==> src/rtl/core/cgw_pkg.sv <==
// ----------------------------------------------------------------------------
// cgw_pkg
// Shared types, character codes and widths of the CIGAR gap walker.
// ----------------------------------------------------------------------------
`default_nettype none

package cgw_pkg;

  // Default width of the walk counters and the length accumulator
  localparam int POS_BITS_DEFAULT = 32;

  // Fixed field widths
  localparam int SYM_W       = 8;
  localparam int OUT_W       = 32;
  localparam int CFG_W       = 32;
  localparam int CFG_IDX_W   = 3;
  localparam int IN_TDATA_W  = 8;
  localparam int OUT_TDATA_W = 72;
  localparam int OUT_PAD_W   = OUT_TDATA_W - (2 * OUT_W + 2 + 1);

  // Queue between front and back
  localparam int QUEUE_DEPTH = 2;
  localparam int QPTR_W      = 1;
  localparam int QCNT_W      = 2;

  // ASCII codes
  localparam logic [SYM_W-1:0] CH_0  = 8'h30;
  localparam logic [SYM_W-1:0] CH_9  = 8'h39;
  localparam logic [SYM_W-1:0] CH_M  = 8'h4D;
  localparam logic [SYM_W-1:0] CH_X  = 8'h58;
  localparam logic [SYM_W-1:0] CH_EQ = 8'h3D;
  localparam logic [SYM_W-1:0] CH_I  = 8'h49;
  localparam logic [SYM_W-1:0] CH_D  = 8'h44;
  localparam logic [SYM_W-1:0] CH_N  = 8'h4E;
  localparam logic [SYM_W-1:0] CH_S  = 8'h53;
  localparam logic [SYM_W-1:0] CH_P  = 8'h50;
  localparam logic [SYM_W-1:0] CH_H  = 8'h48;

  typedef enum logic [1:0] {
    KIND_END  = 2'd0,
    KIND_TGT  = 2'd1,
    KIND_DEL  = 2'd2,
    KIND_SKIP = 2'd3
  } kind_t;

  typedef enum logic [1:0] {
    ST_OK     = 2'd0,
    ST_SYNTAX = 2'd1,
    ST_TGT    = 2'd2,
    ST_REF    = 2'd3
  } status_t;

  typedef enum logic [CFG_IDX_W-1:0] {
    CFG_REVERSE    = 3'd0,
    CFG_REF_LEN    = 3'd1,
    CFG_SPAN_START = 3'd2,
    CFG_SPAN_END   = 3'd3,
    CFG_TGT_LEN    = 3'd4
  } cfg_idx_t;

  typedef enum logic [2:0] {
    OP_DIGIT  = 3'd0,
    OP_ALIGN  = 3'd1,
    OP_IGNORE = 3'd2,
    OP_CLIP   = 3'd3,
    OP_INS    = 3'd4,
    OP_DEL    = 3'd5,
    OP_SKIP   = 3'd6,
    OP_BAD    = 3'd7
  } op_t;

  // Control part of one queue entry
  typedef struct packed {
    logic    has_gap;
    logic    has_end;
    kind_t   kind;
    status_t status;
    logic    clip;
  } entry_ctl_t;

  function automatic op_t classify(logic [SYM_W-1:0] sym);
    op_t op;
    if (sym >= CH_0 && sym <= CH_9) begin
      op = OP_DIGIT;
    end else begin
      unique case (sym)
        CH_M, CH_X, CH_EQ: op = OP_ALIGN;
        CH_P, CH_H:        op = OP_IGNORE;
        CH_S:              op = OP_CLIP;
        CH_I:              op = OP_INS;
        CH_D:              op = OP_DEL;
        CH_N:              op = OP_SKIP;
        default:           op = OP_BAD;
      endcase
    end
    return op;
  endfunction

endpackage

`default_nettype wire

==> src/rtl/core/cigar_gap_walker_unit.sv <==
// ----------------------------------------------------------------------------
// cigar_gap_walker_unit
// CIGAR string walker that reports insertion, deletion and skip gaps.
// ----------------------------------------------------------------------------
// The block reads a CIGAR string one ASCII character per beat on the slave
// stream (s_tlast marks the final character) and writes one record per beat
// on the master stream. Digits build an operation length that saturates at
// all ones; M, X and = advance both walk counters, S advances the query
// counter and raises the clip warning, P and H are skipped, and I, D and N
// each produce a gap record whose position is mirrored for the reverse
// strand. The final character closes the string with an end status record
// (syntax error, target span mismatch, reference span mismatch, or ok) and
// clears the walk. A final character that is also a gap letter gives two
// records, the gap first. Input takes one character every cycle while the
// queue has room; the output register moves one record per cycle while
// m_tready is high, so the two records of a final gap letter are absorbed by
// the two-entry queue between the character front end and the record
// emitter. With the output free, the first record of an accepted character
// passes through a queue entry, then the output register, to m_tvalid.
// Write configuration only while no string is in flight.
// ----------------------------------------------------------------------------
`default_nettype none

module cigar_gap_walker_unit import cgw_pkg::*; #(
  parameter int POS_BITS = POS_BITS_DEFAULT
) (
  input  logic                   clk,
  input  logic                   rst,
  // character stream
  input  logic                   s_tvalid,
  output logic                   s_tready,
  input  logic [IN_TDATA_W-1:0]  s_tdata,   // [7:0] symbol
  input  logic                   s_tlast,   // final_symbol
  // record stream
  output logic                   m_tvalid,
  input  logic                   m_tready,
  output logic [OUT_TDATA_W-1:0] m_tdata,   // [31:0] gap_position, [63:32] gap_length,
                                            // [65:64] end_status, [66] clip_warning,
                                            // [71:67] zero
  output logic [1:0]             m_tuser,   // [1:0] record_kind
  output logic                   m_tlast,   // last_of_run
  // configuration writes
  input  logic                   cfg_valid,
  output logic                   cfg_ready,
  input  logic [CFG_IDX_W-1:0]   cfg_index,
  input  logic [CFG_W-1:0]       cfg_data
);

  localparam int DATA_W = 2 * POS_BITS;

  // Configuration registers
  logic             reverse;
  logic [CFG_W-1:0] ref_len;
  logic [CFG_W-1:0] span_start;
  logic [CFG_W-1:0] span_end;
  logic [CFG_W-1:0] tgt_len;

  // Front to queue
  logic              push;
  entry_ctl_t        push_ctl;
  logic [DATA_W-1:0] push_data;
  logic              q_full;

  // Queue to back
  logic              head_valid;
  entry_ctl_t        head_ctl;
  logic [DATA_W-1:0] head_data;
  logic              pop;

  // Always ready for a register write; unknown indexes are dropped
  assign cfg_ready = 1'b1;

  always_ff @(posedge clk) begin
    if (rst) begin
      reverse    <= 1'b0;
      ref_len    <= '0;
      span_start <= '0;
      span_end   <= '0;
      tgt_len    <= '0;
    end else if (cfg_valid && cfg_ready) begin
      unique case (cfg_index)
        CFG_REVERSE:    reverse    <= cfg_data[0];
        CFG_REF_LEN:    ref_len    <= cfg_data;
        CFG_SPAN_START: span_start <= cfg_data;
        CFG_SPAN_END:   span_end   <= cfg_data;
        CFG_TGT_LEN:    tgt_len    <= cfg_data;
        default: begin
        end
      endcase
    end
  end

  // Front: classify each character, advance the walk, request records
  cgw_front #(
    .POS_BITS (POS_BITS)
  ) u_front (
    .clk        (clk),
    .rst        (rst),
    .in_valid   (s_tvalid),
    .in_ready   (s_tready),
    .sym        (s_tdata[SYM_W-1:0]),
    .fin        (s_tlast),
    .reverse    (reverse),
    .ref_len    (ref_len),
    .span_start (span_start),
    .span_end   (span_end),
    .tgt_len    (tgt_len),
    .q_full     (q_full),
    .push       (push),
    .push_ctl   (push_ctl),
    .push_data  (push_data)
  );

  // Hold requests while the output side stalls
  cgw_queue #(
    .DATA_W (DATA_W)
  ) u_queue (
    .clk        (clk),
    .rst        (rst),
    .push       (push),
    .push_ctl   (push_ctl),
    .push_data  (push_data),
    .pop        (pop),
    .head_valid (head_valid),
    .head_ctl   (head_ctl),
    .head_data  (head_data),
    .full       (q_full)
  );

  // Back: mirror positions and drive the record stream
  cgw_back #(
    .POS_BITS (POS_BITS)
  ) u_back (
    .clk        (clk),
    .rst        (rst),
    .head_valid (head_valid),
    .head_ctl   (head_ctl),
    .head_data  (head_data),
    .pop        (pop),
    .reverse    (reverse),
    .ref_len    (ref_len),
    .tgt_len    (tgt_len),
    .out_valid  (m_tvalid),
    .out_ready  (m_tready),
    .out_data   (m_tdata),
    .out_kind   (m_tuser),
    .out_last   (m_tlast)
  );

  // An end status beat always closes the run
  a_end_is_last: assert property (@(posedge clk) disable iff (rst)
    (m_tvalid && m_tuser == KIND_END) |-> m_tlast)
    else $error("end status beat without tlast");

  // Gap beats carry no status
  a_gap_status_ok: assert property (@(posedge clk) disable iff (rst)
    (m_tvalid && m_tuser != KIND_END) |-> (m_tdata[2*OUT_W+1:2*OUT_W] == ST_OK))
    else $error("gap beat with nonzero end status");

  // Input backpressure only while a record is waiting at the output
  a_stall_only_on_output: assert property (@(posedge clk) disable iff (rst)
    !s_tready |-> m_tvalid)
    else $error("input stalled with empty output register");

  // Queue never drains without a record going out
  a_pop_loads_output: assert property (@(posedge clk) disable iff (rst)
    pop |=> m_tvalid)
    else $error("queue entry retired without an output beat");

endmodule

`default_nettype wire

==> src/rtl/core/cgw_front.sv <==
// ----------------------------------------------------------------------------
// cgw_front
// Character intake: length accumulation, walk counters, record requests.
// ----------------------------------------------------------------------------
`default_nettype none

module cgw_front import cgw_pkg::*; #(
  parameter int POS_BITS = POS_BITS_DEFAULT
) (
  input  logic                  clk,
  input  logic                  rst,
  input  logic                  in_valid,
  output logic                  in_ready,
  input  logic [SYM_W-1:0]      sym,
  input  logic                  fin,
  input  logic                  reverse,
  input  logic [CFG_W-1:0]      ref_len,
  input  logic [CFG_W-1:0]      span_start,
  input  logic [CFG_W-1:0]      span_end,
  input  logic [CFG_W-1:0]      tgt_len,
  input  logic                  q_full,
  output logic                  push,
  output entry_ctl_t            push_ctl,
  output logic [2*POS_BITS-1:0] push_data
);

  localparam int WIDE_W = POS_BITS + 4;

  logic [POS_BITS-1:0] q_adv, q_adv_next;
  logic [POS_BITS-1:0] t_adv, t_adv_next;
  logic [POS_BITS-1:0] acc, acc_next;
  logic                digit_seen, digit_seen_next;
  logic                err, err_next;
  logic                clip, clip_next;

  // Config-derived terms
  logic [POS_BITS-1:0] ref_offs;
  logic [POS_BITS-1:0] span_diff;
  logic [POS_BITS-1:0] tgt_len_p;

  op_t                 op;
  logic [WIDE_W-1:0]   acc_wide;
  logic [WIDE_W-1:0]   acc_mul;
  logic                gap;
  kind_t               gap_kind;
  logic [POS_BITS-1:0] gap_base;
  status_t             status;
  logic                accept;

  assign in_ready = !q_full;
  assign accept   = in_valid && in_ready;
  assign op       = classify(sym);
  assign acc_wide = {4'b0, acc};
  assign acc_mul  = (acc_wide << 3) + (acc_wide << 1) + WIDE_W'(sym[3:0]);
  assign tgt_len_p = POS_BITS'(tgt_len);

  assign ref_offs  = reverse ? POS_BITS'(ref_len) - POS_BITS'(span_end)
                             : POS_BITS'(span_start);
  assign span_diff = POS_BITS'(span_end) - POS_BITS'(span_start);

  always_comb begin
    q_adv_next      = q_adv;
    t_adv_next      = t_adv;
    acc_next        = acc;
    digit_seen_next = digit_seen;
    err_next        = err;
    clip_next       = clip;
    gap             = 1'b0;
    gap_kind        = KIND_TGT;
    gap_base        = t_adv;
    if (!err) begin
      if (op == OP_DIGIT) begin
        acc_next        = (|acc_mul[WIDE_W-1:POS_BITS]) ? '1 : acc_mul[POS_BITS-1:0];
        digit_seen_next = 1'b1;
      end else if (!digit_seen) begin
        err_next = 1'b1;
      end else begin
        unique case (op)
          OP_ALIGN: begin
            q_adv_next = q_adv + acc;
            t_adv_next = t_adv + acc;
          end
          OP_CLIP: begin
            q_adv_next = q_adv + acc;
            clip_next  = 1'b1;
          end
          OP_INS: begin
            gap        = 1'b1;
            gap_kind   = KIND_TGT;
            gap_base   = t_adv;
            q_adv_next = q_adv + acc;
          end
          OP_DEL, OP_SKIP: begin
            gap        = 1'b1;
            gap_kind   = (op == OP_DEL) ? KIND_DEL : KIND_SKIP;
            gap_base   = ref_offs + q_adv;
            t_adv_next = t_adv + acc;
          end
          OP_BAD: begin
            err_next = 1'b1;
          end
          default: begin
          end
        endcase
        acc_next        = '0;
        digit_seen_next = 1'b0;
      end
    end
  end

  always_comb begin
    priority if (err_next || digit_seen_next) begin
      status = ST_SYNTAX;
    end else if (t_adv_next != tgt_len_p) begin
      status = ST_TGT;
    end else if (q_adv_next != span_diff) begin
      status = ST_REF;
    end else begin
      status = ST_OK;
    end
  end

  assign push             = accept && (gap || fin);
  assign push_ctl.has_gap = gap;
  assign push_ctl.has_end = fin;
  assign push_ctl.kind    = gap_kind;
  assign push_ctl.status  = status;
  assign push_ctl.clip    = clip_next;
  assign push_data        = {acc, gap_base};

  always_ff @(posedge clk) begin
    if (rst) begin
      q_adv      <= '0;
      t_adv      <= '0;
      acc        <= '0;
      digit_seen <= 1'b0;
      err        <= 1'b0;
      clip       <= 1'b0;
    end else if (accept) begin
      if (fin) begin
        q_adv      <= '0;
        t_adv      <= '0;
        acc        <= '0;
        digit_seen <= 1'b0;
        err        <= 1'b0;
        clip       <= 1'b0;
      end else begin
        q_adv      <= q_adv_next;
        t_adv      <= t_adv_next;
        acc        <= acc_next;
        digit_seen <= digit_seen_next;
        err        <= err_next;
        clip       <= clip_next;
      end
    end
  end

endmodule

`default_nettype wire

==> src/rtl/core/cgw_queue.sv <==
// ----------------------------------------------------------------------------
// cgw_queue
// Two-entry queue of record requests between front and back.
// ----------------------------------------------------------------------------
`default_nettype none

module cgw_queue import cgw_pkg::*; #(
  parameter int DATA_W = 2 * POS_BITS_DEFAULT
) (
  input  logic              clk,
  input  logic              rst,
  input  logic              push,
  input  entry_ctl_t        push_ctl,
  input  logic [DATA_W-1:0] push_data,
  input  logic              pop,
  output logic              head_valid,
  output entry_ctl_t        head_ctl,
  output logic [DATA_W-1:0] head_data,
  output logic              full
);

  entry_ctl_t        ctl_mem  [QUEUE_DEPTH];
  logic [DATA_W-1:0] data_mem [QUEUE_DEPTH];
  logic [QPTR_W-1:0] wr_ptr;
  logic [QPTR_W-1:0] rd_ptr;
  logic [QCNT_W-1:0] count;

  assign head_valid = (count != '0);
  assign full       = (count == QCNT_W'(QUEUE_DEPTH));
  assign head_ctl   = ctl_mem[rd_ptr];
  assign head_data  = data_mem[rd_ptr];

  always_ff @(posedge clk) begin
    if (push) begin
      ctl_mem[wr_ptr]  <= push_ctl;
      data_mem[wr_ptr] <= push_data;
    end
  end

  always_ff @(posedge clk) begin
    if (rst) begin
      wr_ptr <= '0;
      rd_ptr <= '0;
      count  <= '0;
    end else begin
      if (push) begin
        wr_ptr <= wr_ptr + 1'b1;
      end
      if (pop) begin
        rd_ptr <= rd_ptr + 1'b1;
      end
      if (push && !pop) begin
        count <= count + 1'b1;
      end else if (pop && !push) begin
        count <= count - 1'b1;
      end
    end
  end

endmodule

`default_nettype wire

==> src/rtl/core/cgw_back.sv <==
// ----------------------------------------------------------------------------
// cgw_back
// Record emitter: strand mirroring of gap positions and the output register.
// ----------------------------------------------------------------------------
`default_nettype none

module cgw_back import cgw_pkg::*; #(
  parameter int POS_BITS = POS_BITS_DEFAULT
) (
  input  logic                   clk,
  input  logic                   rst,
  input  logic                   head_valid,
  input  entry_ctl_t             head_ctl,
  input  logic [2*POS_BITS-1:0]  head_data,
  output logic                   pop,
  input  logic                   reverse,
  input  logic [CFG_W-1:0]       ref_len,
  input  logic [CFG_W-1:0]       tgt_len,
  output logic                   out_valid,
  input  logic                   out_ready,
  output logic [OUT_TDATA_W-1:0] out_data,
  output logic [1:0]             out_kind,
  output logic                   out_last
);

  logic                phase;
  logic                load;
  logic                emit_gap;
  logic [POS_BITS-1:0] base;
  logic [POS_BITS-1:0] len;
  logic [POS_BITS-1:0] mirror;
  logic [POS_BITS-1:0] pos;
  logic [OUT_W-1:0]    beat_pos;
  logic [OUT_W-1:0]    beat_len;
  status_t             beat_status;
  kind_t               beat_kind;
  logic                beat_last;

  assign base     = head_data[POS_BITS-1:0];
  assign len      = head_data[2*POS_BITS-1:POS_BITS];
  assign load     = head_valid && (!out_valid || out_ready);
  assign emit_gap = head_ctl.has_gap && !phase;
  assign pop      = load && !(emit_gap && head_ctl.has_end);

  assign mirror = (head_ctl.kind == KIND_TGT) ? POS_BITS'(tgt_len) : POS_BITS'(ref_len);
  assign pos    = reverse ? mirror - base : base;

  always_comb begin
    if (emit_gap) begin
      beat_kind   = head_ctl.kind;
      beat_pos    = OUT_W'(pos);
      beat_len    = OUT_W'(len);
      beat_status = ST_OK;
      beat_last   = !head_ctl.has_end;
    end else begin
      beat_kind   = KIND_END;
      beat_pos    = '0;
      beat_len    = '0;
      beat_status = head_ctl.status;
      beat_last   = 1'b1;
    end
  end

  always_ff @(posedge clk) begin
    if (load) begin
      out_data <= {OUT_PAD_W'(0), head_ctl.clip, beat_status, beat_len, beat_pos};
      out_kind <= beat_kind;
      out_last <= beat_last;
    end
  end

  always_ff @(posedge clk) begin
    if (rst) begin
      out_valid <= 1'b0;
      phase     <= 1'b0;
    end else begin
      if (load) begin
        out_valid <= 1'b1;
        phase     <= !pop;
      end else if (out_ready) begin
        out_valid <= 1'b0;
      end
    end
  end

endmodule

`default_nettype wire

==> config.mk <==
export PLATFORM = sky130hd
export DESIGN_NAME = cigar_gap_walker_unit
export DESIGN_NICKNAME = d
export VERILOG_FILES = /design/src/rtl/core/cgw_pkg.sv /design/src/rtl/core/cigar_gap_walker_unit.sv /design/src/rtl/core/cgw_front.sv /design/src/rtl/core/cgw_queue.sv /design/src/rtl/core/cgw_back.sv
export SDC_FILE = /design/constraint.sdc
export NUM_CORES = 1
export LEC_CHECK = 0
export BUFFER_PORTS_ARGS = -buffer_cell sky130_fd_sc_hd__buf_4
export CAP_MARGIN = 30
export CORE_MARGIN = 4
export CORE_UTILIZATION = 30
export DETAILED_ROUTE_END_ITERATION = 6
export PLACE_DENSITY_LB_ADDON = 0.05
export SYNTH_ARGS = -nofsm -noshare
export SYNTH_HDL_FRONTEND = slang
export SYNTH_SLANG_ARGS = --single-unit
==> constraint.sdc <==
create_clock -name clk -period 7.3 [get_ports clk]
set_input_delay 0 -clock clk [delete_from_list [all_inputs] [get_ports clk]]
set_output_delay 0 -clock clk [all_outputs]
set_load 0.01 [all_outputs]
==> run_results.csv, run 1 <==
group,metric,value,unit
critical_path,critical-path-max-stage-delay,0.84,ns
layout,fillers,10300,
synth,synth_area_per_cell,8.83,sq um
drt,ant_nets,0,
layout,fin_cells,4888,
synth,synth.distinct_cells,90,
critical_path,cp-end-kind,"flop",
critical_path,r2r_slack,1.08,ns
timing,slew_headroom,30.5,%
synth,synth.most_common_cell,"nand2_1",
synth,synth_top_area_share,21.1,%
synth,synth_commonest_cells,"nand2_1, a21oi_1, nor2_1",
die,initial_utilization,30.2,%
run,max_cap_violations,0,
global_route,grt_util_all_layers,21.1,%
placed_design,io_buffers,120,
die,ios,127,
timing,hold_violations,0,
placed_design,placed_area,32600,sq um
layout,final_util,35.0,%
layout,areaGrowthSynthToFinish,15.8,%
synth,synth_top_cells_by_area,"edfxtp_1, dfxtp_1, ha_1",
power,p_total,7.87,mW
global_route,overflow,0,
critical_path,crit_required,7.67,ns
synth,synth_enable_flop_cells,212,
die,die_area,106000,sq um
drt,routed_wl,115000,um
critical_path,r2r_end,"u_queue.data_mem[0][31]",
die,chipHeight,325,um
timing,finalCritPeriodShare,85.2,%
synth,synth_async_sr_flop_share,0,%
timing,rsz0062_at_grt,"no",
global_route,grt_antenna_before_repair,2,
critical_path,startpoint,"ref_len[0]",
critical_path,critPathKind,"flop to flop",
critical_path,cp_slowest_cell,"a2111oi_0",
clock_tree,clock_path_buffers,3,
timing,finalSetupViolCount,0,
clock_tree,numCtsBuffers,56,
clock_tree,clk_pin_slew,0.07,ns
drt,drc,0,
power,p_per_area,225,nW/um^2
timing,min_period,6.22,ns
clock_tree,post_cts_resized,0,
timing,drv_slew,0,
critical_path,reg2regPathDepth,28,
critical_path,startpoint_type,"flop",
global_route,grt_max_degree,76,
synth,ys_seq_area_share,36.6,%
synth,synthFlopType,"dfxtp_1",
die,fp.coreArea,100000,sq um
synth,synth_area,30200,sq um
timing,worst_pin_slew,1.03,ns
placed_design,dp_hpwl,88900,um
drt,wire_per_inst,23.6,um
critical_path,cp.arrival,6.59,ns
critical_path,r2r-start,"ref_len[0]",
clock_tree,clock_sinks,447,
layout,stdcell_area,35000,sq um
die,die_w,325,um
clock_tree,cts_tree,"built",
synth,yosys_warnings,0,
layout,nets,3854,
placed_design,dp_cells,4733,
status,outcome,"finished, final reports clean",
synth,yosysTopAreaCell,"edfxtp_1",
layout,ff_latch_area,11100,sq um
clock_tree,postCtsSetupRepairBufs,0,
clock_tree,clk-insertion-delay-late,0.66,ns
synth,ys_seq_elements,447,
layout,n_antenna_cell,0,
critical_path,path_common_cell,"o21ai_0",
critical_path,cp-endpoint,"u_queue.data_mem[0][31]",
clock_tree,htreeDepth,2,
drt,vias,26100,
timing,fin_setup_tns,0,ns
timing,finClkSkew,0.0296,ns
layout,layout-drive-gt1-share,9.44,%
power,vdd_drop_max,0.163,mV
placed_design,gp_congestion,0.899,
drt,drt-initial-drc-count,1980,
die,rows,116,
drt,first_pass_iters,7,
power,total_leakage_power,14.3,nW
layout,multi_input_area,18100,sq um
drt,vias_per_cell,5.34,
critical_path,cp_max_fo,8,
global_route,grt_pass1_wl,169000,um
synth,syn_inst,3424,
hold_path,hp-class,"input port to flop",
timing,fmax,0.161,GHz
global_route,first_global_vias,25100,
clock_tree,cts-root-buf,"clkbuf_16",
hold_path,hold-path-cell-count,4,
-- worst min-delay path by stage --
stage,end,slack (ns),from
after global placement,tgt_len[3],0.28,cfg_data[3]
after detailed placement,tgt_len[3],0.28,cfg_data[3]
after CTS,u_front.acc[2],0.007,s_tdata[2]
final,u_front.acc[2],0.05,s_tdata[2]
after global routing,u_front.acc[2],0.07,s_tdata[2]
after floorplan,u_queue.ctl_mem[0][5],0.1,s_tlast
-- layout by cell type, fill, tap and decap left out, drive strengths merged, types with 9 or more instances in the layout --
| master | n |
|---|---|
| a21o | 99 |
| dfxtp | 235 |
| nor2 | 277 |
| nor3 | 52 |
| nor2b | 29 |
| a22oi | 48 |
| o211ai | 14 |
| a21oi | 343 |
| a2111oi | 16 |
| a31oi | 25 |
| and3 | 24 |
| a211oi | 51 |
| nand2 | 463 |
| or3 | 23 |
| xnor2 | 152 |
| mux2 | 31 |
| o21a | 30 |
| ha | 255 |
| o21bai | 22 |
| or2 | 16 |
| o21ai | 182 |
| mux2i | 79 |
| nand2b | 38 |
| nor4 | 15 |
| buf | 159 |
| nand4 | 23 |
| a21boi | 13 |
| nand3 | 55 |
| o31a | 9 |
| clkinv | 18 |
| o31ai | 19 |
| a221o | 34 |
| edfxtp | 212 |
| xor2 | 108 |
| dlygate4sd3 | 49 |
| and2 | 19 |
| inv | 126 |
| clkbuf | 80 |
-- layer usage --
metal | routed length [um] | part of all wire, % | vias to the layer above | track usage, %
li1 | - | - | 12700 | -
met1 | 54300 | 47 | 12700 | 29.5
met2 | 52900 | 46 | 650 | 34.5
met3 | 5090 | 4.4 | 126 | 2.40
met4 | 3070 | 2.7 | 0 | 5.65
met5 | 0 | 0 | - | 0
-- critical path, delay by kind of cell, from the launching register on --
kind	cells	cell delay (ns)
buf+inv	2	0.23
xor+xnor	3	0.45
compound gates	14	3.40
flops	1	0.34
simple gates	6	0.79
fa+ha+maj	3	0.73
-- cell type report --
cell class | count | area share [%]
clock inverter | 26 | 0.665
sequential | 447 | 31.6
multi-input combinational | 2704 | 51.8
clock buffer | 80 | 4.76
inverter | 125 | 1.34
tap | 1298 | 4.64
timing repair buffer | 208 | 5.14
-- logic make-up (layout without fill, tap and decap cells) --
group | Yosys count | in the layout | share of synthesized area [%]
flops | 447 | 447 | 36.6
fa+ha+maj | 263 | 263 | 11.1
xor+xnor | 262 | 262 | 7.68
other cells | 2 | 6 | 0.0248
simple gates | 1065 | 1065 | 15.7
mux | 110 | 110 | 3.77
buf+inv | 277 | 439 | 3.71
compound gates | 998 | 998 | 21.3
-- metrics by stage --
| step | hold WS [ns] | setup WS, ns |
|---|---|---|
| final | 0.0517 | 1.08 |
| after global routing | 0.0678 | 0.441 |
| after CTS | 0.00701 | 1.19 |
| after detailed placement | 0.281 | 1.27 |
| after global placement | 0.275 | 1.35 |
| after floorplan | 0.0989 | 1.80 |
-- registers in the layout, summed over array words and instances, names as in the netlist, 2 cells and up, named ones only --
signal,count
u_back.out_data,67
u_queue.data_mem,128
span_start,32
u_front.q_adv,32
u_queue.ctl_mem,14
tgt_len,32
u_queue.count,2
span_end,32
ref_len,32
u_front.t_adv,32
u_front.acc,32
u_back.out_kind,2
-- where the power goes --
| group | total [mW] | internal [mW] | switching [mW] | leakage [nW] |
|---|---|---|---|---|
| sequential | 3.03 | 2.94 | 0.0953 | 3.93 |
| combinational | 1.96 | 0.749 | 1.21 | 9.43 |
| clock | 2.88 | 1.69 | 1.18 | 0.934 |
| total | 7.87 | 5.38 | 2.49 | 14.3 |
-- what timing repair did --
action / 4_1_cts / 5_1_grt
endpoints found under the setup margin: 0 / 0
endpoints found under the hold margin: 180 / 0
hold buffers: 49 / 0
Note: power is estimated with default switching activity, not from simulation.
==> run 2, diff against run 1 <==
--- a/config.mk
+++ b/config.mk
@@ -5,11 +5,13 @@
 export SDC_FILE = /design/constraint.sdc
 export NUM_CORES = 1
 export LEC_CHECK = 0
+export ABC_AREA = 1
 export BUFFER_PORTS_ARGS = -buffer_cell sky130_fd_sc_hd__buf_4
 export CAP_MARGIN = 30
 export CORE_MARGIN = 4
 export CORE_UTILIZATION = 30
 export DETAILED_ROUTE_END_ITERATION = 6
+export MAX_ROUTING_LAYER = met4
 export PLACE_DENSITY_LB_ADDON = 0.05
 export SYNTH_ARGS = -nofsm -noshare
 export SYNTH_HDL_FRONTEND = slang
==> constraint.sdc (replaced) <==
create_clock -name clk -period 6.3 [get_ports clk]
set_input_delay 0 -clock clk [delete_from_list [all_inputs] [get_ports clk]]
set_output_delay 0 -clock clk [all_outputs]
set_load 0.01 [all_outputs]
==> run 2 against run 1 <==
  * The flow now finishes with violations (design-rule violations)
  * Sequential share of layout area fell by 2.7 points
  * Synthesized cell count rose by 39%
  * Worst setup slack improved by 0.19 ns
  * Die area rose by 9.0%
  * Worst hold slack improved by 0.031 ns
  * Critical endpoint is now u_queue.data_mem[0][28]
==> run_results.csv, run 2 <==
group,metric,value,unit
status,outcome,"finished with violations",
status,violations,"design-rule violations",
die,die_w,340,um
layout,largest_reg_flops,128,
critical_path,critPathKind,"flop to flop",
synth,synthFlopType,"dfxtp_1",
critical_path,cp_max_fo,5,
placed_design,dp_hpwl,112000,um
clock_tree,post_cts_resized,0,
timing,finalCritPeriodShare,79.8,%
clock_tree,clock_sinks,447,
placed_design,dp_cells,6187,
placed_design,gp_congestion,0.929,
hold_path,hold_start,"s_tvalid",
timing,slew_headroom,34.5,%
synth,yosysTopAreaCell,"edfxtp_1",
placed_design,placed_area,35500,sq um
critical_path,cp.arrival,5.54,ns
layout,regMostFlops,"u_queue.data_mem",
synth,synth.distinct_cells,54,
synth,syn_inst,4749,
drt,ant_nets,0,
die,die_area,115000,sq um
timing,fin_hold_ws,0.0822,ns
critical_path,r2r_slack,1.27,ns
drt,routed_wl,142000,um
clock_tree,htreeDepth,2,
critical_path,crit_required,6.81,ns
synth,synth_area_per_cell,6.95,sq um
layout,top_regs,"u_queue.data_mem x128, u_back.out_data x67",
critical_path,cp-endpoint,"u_queue.data_mem[0][28]",
critical_path,reg2regPathDepth,27,
global_route,overflow,0,
clock_tree,cts-root-buf,"clkbuf_16",
global_route,grt_pass1_wl,207000,um
critical_path,r2r-start,"span_end[1]",
die,ios,127,
timing,fmax,0.199,GHz
layout,mostFrequentLayoutCells,"nand2_1, inv_1, a21oi_1",
synth,synth_enable_flop_cells,212,
power,total_leakage_power,17.7,nW
synth,synth_area,33000,sq um
layout,areaGrowthSynthToFinish,15.8,%
synth,synth_top_cells_by_area,"edfxtp_1, nand2_1, dfxtp_1",
critical_path,r2r_end,"u_queue.data_mem[0][28]",
synth,yosys_warnings,0,
synth,synth_commonest_cells,"nand2_1, inv_1, a21oi_1",
clock_tree,clock_path_buffers,3,
drt,vias,32000,
timing,rsz0062_at_grt,"no",
synth,synth_async_sr_flop_share,0,%
layout,nets,5223,
timing,min_period,5.03,ns
clock_tree,numCtsBuffers,58,
clock_tree,clk_pin_slew,0.06,ns
layout,layout-drive-gt1-share,6.30,%
layout,stdcell_area,38200,sq um
hold_path,hp-class,"input port to flop",
global_route,first_global_vias,31100,
critical_path,cp-end-kind,"flop",
layout,mostFrequentLayoutCell,"nand2_1",
drt,drc,4,
die,rows,121,
run,max_cap_violations,0,
drt,vias_per_cell,5.03,
critical_path,startpoint_type,"flop",
power,p_per_area,264,nW/um^2
layout,final_util,35.1,%
clock_tree,clk-insertion-delay-late,0.68,ns
die,fp.coreArea,109000,sq um
placed_design,io_buffers,120,
clock_tree,cts_tree,"built",
timing,fin_setup_tns,0,ns
layout,fin_cells,6370,
global_route,grt_max_degree,142,
global_route,grt_antenna_before_repair,7,
drt,drt-initial-drc-count,2372,
critical_path,startpoint,"span_end[1]",
timing,hold_violations,0,
synth,synth_top_area_share,19.3,%
timing,worst_pin_slew,0.983,ns
synth,ys_seq_elements,447,
die,chipHeight,340,um
timing,finalSetupViolCount,0,
drt,wire_per_inst,22.2,um
synth,ys_seq_area_share,33.5,%
timing,finClkSkew,0.0318,ns
global_route,grt_util_all_layers,24.6,%
power,vdd_drop_max,0.222,mV
timing,drv_slew,0,
synth,synth.most_common_cell,"nand2_1",
drt,first_pass_iters,7,
die,initial_utilization,30.3,%
==> run 2: cell count changes in the layout (fill, tap and decap cells not counted), sizes merged, moves of 34 or more <==
cell    previous run  this run
xnor2            152        58
o21ai            182       288
a21oi            343       451
a221o             34         0
a22oi             48         0
nand2            463      1405
inv              126       584
nand4             23        68
mux2i             79        32
a21o              99        13
nand3             55       256
a211oi            51        96
nand2b            38         1
nor2             277       376
==> run 2: report_power, final <==
part / switching (mW) / internal [mW] / total, mW
Sequential: 0.153 / 3.50 / 3.65
Clock: 1.42 / 1.98 / 3.40
Combinational: 2.04 / 1.00 / 3.04
Total: 3.62 / 6.48 / 10.1
==> run 2: logic make-up (layout without fill, tap and decap cells) <==
family          after synthesis  in the layout  synth area share [%]
compound gates              939            939                  15.7
fa+ha+maj                   263            263                  10.1
xor+xnor                    153            153                  4.06
flops                       447            447                  33.5
mux                          33             33                  1.00
simple gates               2195           2195                  27.2
other cells                   2              7                0.0227
buf+inv                     717            919                  8.32
==> run 2: repair_timing <==
action | in CTS | in global routing
hold buffers | 78 | 0
setup buffers | 0 | 0
endpoints found under the hold margin | 177 | 0
==> run 2: routing by layer <==
| metal | track usage (%) | wire length (um) | vias to the layer above |
|---|---|---|---|
| li1 | - | - | 16100 |
| met1 | 32.5 | 66100 | 15100 |
| met2 | 40.6 | 66500 | 660 |
| met3 | 2.37 | 5160 | 149 |
| met4 | 5.96 | 3700 | 0 |
| met5 | - | 0 | - |
==> run 2: worst max-delay path, stage by stage (launching register included) <==
cell and delay (ns):
dfxtp_1 0.43, inv_1 0.09, ha_1 0.28, nand2_1 0.05, o21ai_0 0.23, nand2_1 0.12, nand2_1 0.08, a21oi_1 0.09
o21ai_0 0.50, a21oi_1 0.24, xor2_1 0.18, o21ai_0 0.13, ha_1 0.45, inv_1 0.05, o21ai_0 0.20, nor2_1 0.06
o21ai_0 0.06, o21ai_0 0.16, o21ai_0 0.53, nand3_1 0.15, nand3_1 0.15, nand2_1 0.06, nand2_1 0.06, nand2_1 0.06
nand2_1 0.06, xor2_1 0.22, nand2_1 0.08, nand2_1 0.08
==> run 2: through the flow <==
step / power (mW) / worst slack [ns]
3_5_place_dp: 6.78 / 1.34
2_1_floorplan: 5.53 / 0.890
3_3_place_gp: 6.79 / 1.42
5_1_grt: 10.7 / 0.729
4_1_cts: 10.3 / 1.31
6_report: 10.1 / 1.27
==> run 2: how the worst min path moves through the flow <==
stage | end | slack [ns] | cells past startpoint
global route | u_front.acc[18] | 0.10 | 7
global placement | ref_len[31] | 0.30 | 3
finish | u_front.acc[8] | 0.08 | 7
floorplan | u_queue.ctl_mem[0][5] | 0.1 | 0
detailed placement | u_queue.ctl_mem[0][5] | 0.30 | 1
CTS | u_front.clip | 0.02 | 7
==> run 2: layout make-up <==
cell class                      instances  area, sq um
Multi-Input combinational cell       3589        19300
Tap cell                             1414         1770
Timing Repair Buffer                  233         2000
Inverter                              582         2180
Antenna cell                            1         2.50
Clock buffer                           73         1580
Clock inverter                         31          338
Sequential cell                       447        11100
Fill cell                           11800        70800
